<file path="src/rtl/gcsa_pkg.sv">
// gcsa_pkg: shared types, constants and the hash mix for the glyph cache shelf allocator
// no dependencies
`timescale 1ns / 1ps
`default_nettype none
package gcsa_pkg;

	localparam int HashBucketsDef = 256;
	localparam int RowSlotsDef    = 128;
	localparam int FontSlotsDef   = 4;
	localparam int EntrySlotsDef  = 512;

	localparam logic [12:0] AtlasDimReset = 13'd512;

	localparam logic [1:0] ST_HIT    = 2'd0;
	localparam logic [1:0] ST_PLACED = 2'd1;
	localparam logic [1:0] ST_ATLAS  = 2'd2;
	localparam logic [1:0] ST_STORE  = 2'd3;

	localparam logic REG_WIDTH  = 1'b0;
	localparam logic REG_HEIGHT = 1'b1;

	// commands from controller to datapath
	typedef struct packed {
		logic load;        // latch request, start hash
		logic head_rd;     // read bucket head
		logic ent_rd;      // read entry at current pointer
		logic ent_next;    // follow link
		logic row_init;    // start shelf scan
		logic row_rd;      // read shelf at scan index
		logic row_chk;     // evaluate shelf read data
		logic last_rd;     // read last shelf
		logic decide;      // compute placement outcome
		logic commit;      // write new entry, shelf, head
		logic out_hit;     // emit hit result
		logic out_dec;     // emit placement result
	} gcsa_cmd_t;

	typedef struct packed {
		logic have;        // chain pointer valid
		logic key_match;   // entry key matches
		logic scan_done;   // all shelves visited
		logic place_ok;    // decision will commit
		logic clr_busy;    // bucket head clearing pass after reset
	} gcsa_sts_t;

	function automatic logic [31:0] mix32(input logic [31:0] a_in);
		logic [31:0] a;
		a = a_in;
		a = a + ~(a << 15);
		a = a ^ (a >> 10);
		a = a + (a << 3);
		a = a ^ (a >> 6);
		a = a + ~(a << 11);
		a = a ^ (a >> 16);
		return a;
	endfunction

endpackage
`default_nettype wire

</file>
<file path="src/rtl/gcsa_ctrl.sv">
// gcsa_ctrl: sequencer for chain walk, shelf scan and commit
// depends on gcsa_pkg
`timescale 1ns / 1ps
`default_nettype none
module gcsa_ctrl import gcsa_pkg::*; (
	input  wire logic      clk,
	input  wire logic      arst_n,
	input  wire logic      start,
	input  wire gcsa_sts_t sts,
	output logic           busy,
	output gcsa_cmd_t      cmd
);

	typedef enum logic [3:0] {
		S_IDLE, S_HASH, S_HEAD, S_HWAIT, S_ECHK, S_EWAIT,
		S_RINIT, S_RRD, S_RCHK, S_LAST, S_DEC, S_DONE
	} state_t;

	state_t state_q;

	always_comb begin
		cmd = '0;
		unique case (state_q)
			S_IDLE:  cmd.load = start && !sts.clr_busy;
			S_HASH:  cmd.head_rd = 1'b1;
			S_HEAD:  cmd = '0;
			S_HWAIT: cmd.ent_rd = sts.have;
			S_ECHK: begin
				if (sts.key_match) cmd.out_hit = 1'b1;
				else cmd.ent_next = 1'b1;
			end
			S_EWAIT: cmd.ent_rd = sts.have;
			S_RINIT: cmd.row_init = 1'b1;
			S_RRD:   cmd.row_rd = !sts.scan_done;
			S_RCHK:  cmd.row_chk = 1'b1;
			S_LAST:  cmd.last_rd = 1'b1;
			S_DEC:   cmd.decide = 1'b1;
			S_DONE: begin
				cmd.out_dec = 1'b1;
				cmd.commit  = sts.place_ok;
			end
			default: cmd = '0;
		endcase
	end

	assign busy = (state_q != S_IDLE) || sts.clr_busy;

	always_ff @(posedge clk or negedge arst_n) begin
		if (!arst_n) begin
			state_q <= S_IDLE;
		end else begin
			unique case (state_q)
				S_IDLE:  if (start && !sts.clr_busy) state_q <= S_HASH;
				S_HASH:  state_q <= S_HEAD;
				S_HEAD:  state_q <= S_HWAIT;
				S_HWAIT: state_q <= sts.have ? S_ECHK : S_RINIT;
				S_ECHK:  state_q <= sts.key_match ? S_IDLE : S_EWAIT;
				S_EWAIT: state_q <= sts.have ? S_ECHK : S_RINIT;
				S_RINIT: state_q <= S_RRD;
				S_RRD:   state_q <= sts.scan_done ? S_LAST : S_RCHK;
				S_RCHK:  state_q <= S_RRD;
				S_LAST:  state_q <= S_DEC;
				S_DEC:   state_q <= S_DONE;
				S_DONE:  state_q <= S_IDLE;
				default: state_q <= S_IDLE;
			endcase
		end
	end

endmodule
`default_nettype wire

</file>
<file path="config.mk">
export PLATFORM = sky130hd
export DESIGN_NAME = gcsa_ctrl
export DESIGN_NICKNAME = d
export VERILOG_FILES = /design/src/rtl/gcsa_pkg.sv /design/src/rtl/gcsa_ctrl.sv
export SDC_FILE = /design/constraint.sdc
export NUM_CORES = 1
export LEC_CHECK = 0
export ABC_AREA = 1
export ABC_CLOCK_PERIOD_IN_PS = 2600
export BUFFER_PORTS_ARGS = -buffer_cell sky130_fd_sc_hd__clkbuf_2
export CORE_AREA = 2 2 39 41
export DETAILED_ROUTE_END_ITERATION = 7
export DIE_AREA = 0 0 41 43
export PLACE_DENSITY = 0.61
export SLEW_MARGIN = 20
export SYNTH_ARGS = -nofsm -noshare
export SYNTH_HDL_FRONTEND = slang
export SYNTH_SLANG_ARGS = --single-unit
</file>
<file path="constraint.sdc">
create_clock -name clk -period 2.6 [get_ports clk]
set_clock_uncertainty 0.1 [all_clocks]
set_input_delay 0.13 -clock clk [delete_from_list [all_inputs] [get_ports clk]]
set_output_delay 0.13 -clock clk [all_outputs]
set_load 0.02 [all_outputs]
</file>
==> results of run 1 <==
-- placed cells by master (no fill, tap or decap) --
master	n
a21oi_1	1
and3_2	1
clkbuf_2	20
clkbuf_4	3
dfrtp_1	4
dlygate4sd3_1	1
inv_1	10
inv_2	3
nand2_1	12
nand2_2	1
nand3_1	5
nand3_2	2
nand4_1	1
nor2_1	11
nor2_2	2
nor2_4	2
nor3_1	1
o211ai_1	1
-- kinds of logic after synthesis --
| logic type | after synthesis | share of synthesized area, % |
|---|---|---|
| buf+inv | 13 | 13.8 |
| compound gates | 2 | 3.55 |
| flops | 4 | 28.4 |
| simple gates | 38 | 54.3 |
-- power groups by stage --
stage,Combinational (mW),Sequential (mW),Clock (mW)
after floorplan,0.254,0.123,0
after global placement,0.341,0.126,0
after detailed placement,0.344,0.128,0
after CTS,0.345,0.127,0.0802
after global routing,0.391,0.132,0.0827
final,0.340,0.127,0.0748
-- cells in the mapped netlist --
master / instances
nand2_1: 12
nor2_1: 11
inv_1: 10
nand3_1: 5
dfrtp_1: 4
inv_2: 3
nand3_2: 2
nor2_2: 2
nor2_4: 2
a21oi_1: 1
and3_2: 1
nand2_2: 1
nand4_1: 1
nor3_1: 1
o211ai_1: 1
-- routing by layer --
layer	wire length, um	GRT usage, %	vias to the layer above
met3	50	2.09	0
met1	344	13.8	181
met2	453	18.1	10
met5	0	0	-
met4	0	8.00	0
li1	-	-	224
-- cell type report --
class	instances	area, um2
Multi-Input combinational cell	40	204
Tap cell	16	20.0
Clock buffer	3	22.5
Inverter	13	48.8
Fill cell	167	878
Sequential cell	4	100
Timing Repair Buffer	21	110
-- worst max-delay path by stage --
stage	depth (start not counted)	start	endpoint	slack, ns
final	6	state_q[1]	cmd[9]	1.07
after global routing	6	state_q[1]	cmd[9]	0.94
after CTS	6	state_q[1]	cmd[9]	1.06
after detailed placement	6	state_q[1]	cmd[9]	1.32
after global placement	6	state_q[1]	cmd[9]	1.32
after floorplan	3	state_q[1]	cmd[10]	1.35
-- what timing repair did --
item,4_1_cts,5_1_grt
hold endpoints to repair,4,0
gates resized for setup,0,0
hold buffers,1,0
endpoints found under the setup margin,0,0
-- per-stage QoR --
step | std cells | hold WS (ns) | power, mW
after floorplan | 57 | -0.266 | 0.376
after global placement | 93 | -0.162 | 0.466
after detailed placement | 93 | -0.162 | 0.471
after CTS | 97 | 0.0831 | 0.552
after global routing | 97 | 0.120 | 0.605
final | 97 | 0.0850 | 0.542
-- worst max-delay path, cell delays in order, from the launching register on --
cell and delay (ns):
dfrtp_1 0.39, inv_1 0.08, nand2_1 0.12, nand2_1 0.11, nand3_1 0.10, nor2_1 0.10
clkbuf_2 0.17
==> flow_metrics.tcl, run 1 <==
set metrics [dict create \
    outcome "complete, no violations" \
    final_cell_area_um2 505 \
    syn-cell-area_um2 353 \
    pwr-share-clk_pct 13.8 \
    clkSinkCount 4 \
    finalNetCount 91 \
    synth_warnings 0 \
    dp_slack_ns 1.32 \
    relSlewSlack_pct 82.3 \
    p_sw_share_pct 53.3 \
    drv_cap 0 \
    synth_top_cell_by_area "dfrtp_1" \
    min_period_ns 1.53 \
    largest_reg_flops 4 \
    gp_congestion 0.730 \
    clock_path_buffers 2 \
    rsz0062_at_grt "no" \
    finalMaxSlewViolations 0 \
    worstPathArrival_ns 1.30 \
    clock_latency_ns 0.23 \
    core-area_mm2 0.00138 \
    syn_inst 57 \
    power.internal_mw 0.253 \
    seqPwrFrac_pct 23.4 \
    postLayoutCoreUtil_pct 36.5 \
    wl_per_cell_um 8.74 \
    hp-class "in -> reg" \
    largest_registers "state_q x4" \
    yosysTopAreaCellShare_pct 28.4 \
    regToRegStartpoint "state_q[2]" \
    cts.clk_slew.worst_paths_ns 0.04 \
    die_h_um 43 \
    die_x_um 41 \
    power_switching_mw 0.289 \
    finalHoldViolations 0 \
    cp-end-kind "primary output" \
    grt_pass1_vias 378 \
    power_density_mw_per_mm2 1070 \
    seq_area_frac_synth_pct 28.4 \
    tns_ns 0 \
    antenna_left 0 \
    antenna_cells 0 \
    start_util_pct 25.5 \
    startpoint_type "register" \
    grt_usage_pct 11.7 \
    grt_pass1_wl_um 1380 \
    vdd_drop_max_uv 394 \
    min_period_over_period_pct 58.7 \
    cellLeakagePower_nw 0.325 \
    vias 415 \
    synth-seq-cells 4 \
    area_growth_syn_to_layout_pct 43.3 \
    portBuffers 20 \
    regToRegSetupSlack_ns 1.39 \
    cts_tree "built" \
    rr_worst_depth 6 \
    cts_root_buffer "clkbuf_4" \
    io_pins 21 \
    cts_buffers 3 \
    path_max_fanout 3 \
    drt_iter0_drc 4 \
    regMostFlops "state_q" \
    post-cts-setup-buffers 0 \
    synth_cell_type_count 15 \
    routed_via_density 4.28 \
    critical_path_class "reg -> out" \
    grt-ovfl-total 0 \
    cts.htree.levels 1 \
    setup_viol 0 \
    timing.final.ws_setup_ns 1.07 \
    fp-row-count 14 \
    combPwrFrac_pct 62.8 \
    die_area_mm2 0.00176 \
    worst_slew_pin_slew_ns 0.266 \
    dpl.hpwl_um 752 \
    reg2reg_to "state_q[1]" \
    min_delay_path_depth 3 \
    fmax_mhz 656 \
    antenna_found_initial 0 \
    syn_nets 65 \
    hp-start "start" \
    grt_max_degree 7 \
    drcViolationCount 0 \
    avgSynthCellArea_um2 6.19 \
    min_to "state_q[0]" \
    wirelength_um 848 \
    drive_gt1_share_pct 42.0 \
    ys_top_cells_by_area "dfrtp_1 (28%), nand2_1 (13%), nor2_1 (12%)" \
    drt_first_pass_iters 3 \
    postPlaceCellArea_um2 473 \
    cp_data_required_time_ns 2.37 \
]
Note: power is estimated with default switching activity, not from simulation.
==> inputs of run 2 (changes only) <==
--- a/config.mk
+++ b/config.mk
@@ -5,13 +5,13 @@
 export SDC_FILE = /design/constraint.sdc
 export NUM_CORES = 1
 export LEC_CHECK = 0
-export ABC_AREA = 1
-export ABC_CLOCK_PERIOD_IN_PS = 2600
+export ABC_AREA = 0
+export ABC_CLOCK_PERIOD_IN_PS = 1550
 export BUFFER_PORTS_ARGS = -buffer_cell sky130_fd_sc_hd__clkbuf_2
 export CORE_AREA = 2 2 39 41
 export DETAILED_ROUTE_END_ITERATION = 7
 export DIE_AREA = 0 0 41 43
-export PLACE_DENSITY = 0.61
+export PLACE_DENSITY = 0.66
 export SLEW_MARGIN = 20
 export SYNTH_ARGS = -nofsm -noshare
 export SYNTH_HDL_FRONTEND = slang
==> constraint.sdc (replaced) <==
create_clock -name clk -period 1.55 [get_ports clk]
set_clock_uncertainty 0.1 [all_clocks]
set_input_delay 0.0775 -clock clk [delete_from_list [all_inputs] [get_ports clk]]
set_output_delay 0.0775 -clock clk [all_outputs]
set_load 0.02 [all_outputs]
==> flow_metrics.tcl, run 2 <==
set metrics [dict create \
    synth_top_cell_by_area "dfrtp_1" \
    final_cells 102 \
    core-area_mm2 0.00138 \
    synth_edf_count 0 \
    dpl.hpwl_um 754 \
    startpoint_type "register" \
    relSlewSlack_pct 82.6 \
    fmax_mhz 653 \
    synth_most_common_cell "nor2_1" \
    drv_cap 0 \
    cellLeakagePower_nw 0.352 \
    start_util_pct 29.7 \
    syn_nets 59 \
    syn_inst 51 \
    portBuffers 20 \
    grt-ovfl-total 0 \
    synth-seq-cells 4 \
    grt_usage_pct 14.2 \
    min_period_over_period_pct 98.8 \
    rsz0062_at_grt "yes" \
    seq_area_frac_synth_pct 24.4 \
    holdWs_ns 0.0377 \
    synth_warnings 0 \
    vdd_drop_max_uv 805 \
    antenna_found_initial 0 \
    synth_cell_type_count 26 \
    path_max_fanout 6 \
    ys_async_sr_fraction_pct 100 \
    die_area_mm2 0.00176 \
    drt_iter0_drc 5 \
    cp-end-kind "primary output" \
    hp-start "start" \
    cts_root_buffer "clkbuf_4" \
    syn-cell-area_um2 410 \
    wirelength_um 1300 \
    mostFrequentLayoutCells "clkbuf_2 (15), buf_4 (15), nor2_1 (7), dfrtp_2 (4)" \
    fillers 136 \
    die_h_um 43 \
    finalPower_mw 1.44 \
    drive_gt1_share_pct 64.0 \
    finalNetCount 96 \
    grt_max_degree 11 \
    cp-startpoint "state_q[2]" \
    outcome "complete, no violations" \
    critical_path_class "reg -> out" \
    io_pins 21 \
    hp-class "in -> reg" \
    drcViolationCount 0 \
    wl_per_cell_um 12.7 \
    gp_congestion 0.709 \
    routed_via_density 5.03 \
    tns_ns 0 \
    worstPathArrival_ns 1.35 \
    antenna_cells 0 \
    vias 513 \
    area_growth_syn_to_layout_pct 78.0 \
    fp-row-count 14 \
    drt_first_pass_iters 4 \
    ys.flop_type "dfrtp_1" \
    grt_pass1_wl_um 1680 \
    cp_data_required_time_ns 1.37 \
    min_period_ns 1.53 \
    avgSynthCellArea_um2 8.05 \
    largest_registers "state_q x4" \
    power_density_mw_per_mm2 1970 \
    cts.htree.levels 1 \
    grt_pass1_vias 406 \
    dp_slack_ns 0.134 \
    largest_reg_flops 4 \
    clkSinkCount 4 \
    timing.final.ws_setup_ns 0.0180 \
    setup_viol 0 \
    finalHoldViolations 0 \
    finalMaxSlewViolations 0 \
    synthTopCellsByCount "nor2_1 (8), nand2b_1 (6), nor3_1 (5), dfrtp_1 (4)" \
    cts_buffers 3 \
    regMostFlops "state_q" \
    cts.clk_slew.worst_paths_ns 0.04 \
    worst_slew_pin_slew_ns 0.259 \
    antenna_left 0 \
    yosysTopAreaCellShare_pct 24.4 \
    cts_tree "built" \
    regToRegStartpoint "state_q[2]" \
    place_inst 87 \
    ys_top_cells_by_area "dfrtp_1 (24%), nand2b_1 (9.1%), buf_6 (8.2%)" \
    die_x_um 41 \
    clock_latency_ns 0.23 \
    clock_path_buffers 2 \
]
run 2: path summary, 6_finish.rpt:
kind	depth (start not counted)	slack, ns	end
max	5	0.02	busy
min	3	0.04	state_q[0]
max reg2reg	5	0.11	state_q[0]
min reg2reg	2	0.55	state_q[2]
max in group asynchronous	2	1.13	state_q[2]
min in group asynchronous	2	0.08	state_q[1]
run 2: what timing repair did:
action | 4_1_cts | 5_1_grt
buffers inserted | 4 | 7
endpoints found under the setup margin | 7 | 11
pin swaps | 1 | 2
resized for setup | 10 | 15
endpoints found under the hold margin | 4 | 0
hold buffers | 1 | 0
run 2: final cells by class:
| cell class | count | area (um2) | area share, % |
|---|---|---|---|
| Inverter | 1 | 3.75 | 0.514 |
| Sequential cell | 4 | 105 | 14.4 |
| Tap cell | 16 | 20.0 | 2.74 |
| Clock buffer | 3 | 22.5 | 3.08 |
| Timing Repair Buffer | 36 | 256 | 35.1 |
| Multi-Input combinational cell | 42 | 323 | 44.2 |
run 2: metal layers:
layer  vias up  track usage (%)  routed length, um  part of all wire (%)
li1        245                -                  -                     -
met1       243             18.0                496                    38
met2        23             21.3                699                    54
met3         2             1.57                 90                   6.9
met4         0             10.0                 10                  0.77
met5         -                0                  0                     0
run 2: logic make-up after synthesis:
| kind of cell | after synthesis | synth area share, % |
|---|---|---|
| compound gates | 8 | 15.5 |
| mux | 1 | 2.44 |
| buf+inv | 5 | 10.4 |
| xor+xnor | 2 | 4.27 |
| flops | 4 | 24.4 |
| simple gates | 31 | 43.0 |
run 2: report_power, final:
part	total, mW	switching (mW)	internal (mW)
Clock	0.126	0.0399	0.0864
Sequential	0.244	0.0806	0.164
Combinational	1.07	0.525	0.543
run 2: worst max-delay path, stage by stage, from the launching register on:
cell      delay, ns
dfrtp_2        0.43
buf_6          0.15
nor4_4         0.20
buf_4          0.17
nand2b_4       0.05
buf_6          0.12
run 2: through the flow:
stage / area [um2] / utilization (%)
final: 731 / 52.8
after global routing: 731 / 52.8
after CTS: 637 / 46.0
after detailed placement: 528 / 38.2
after global placement: 528 / 38.2
after floorplan: 417 / -
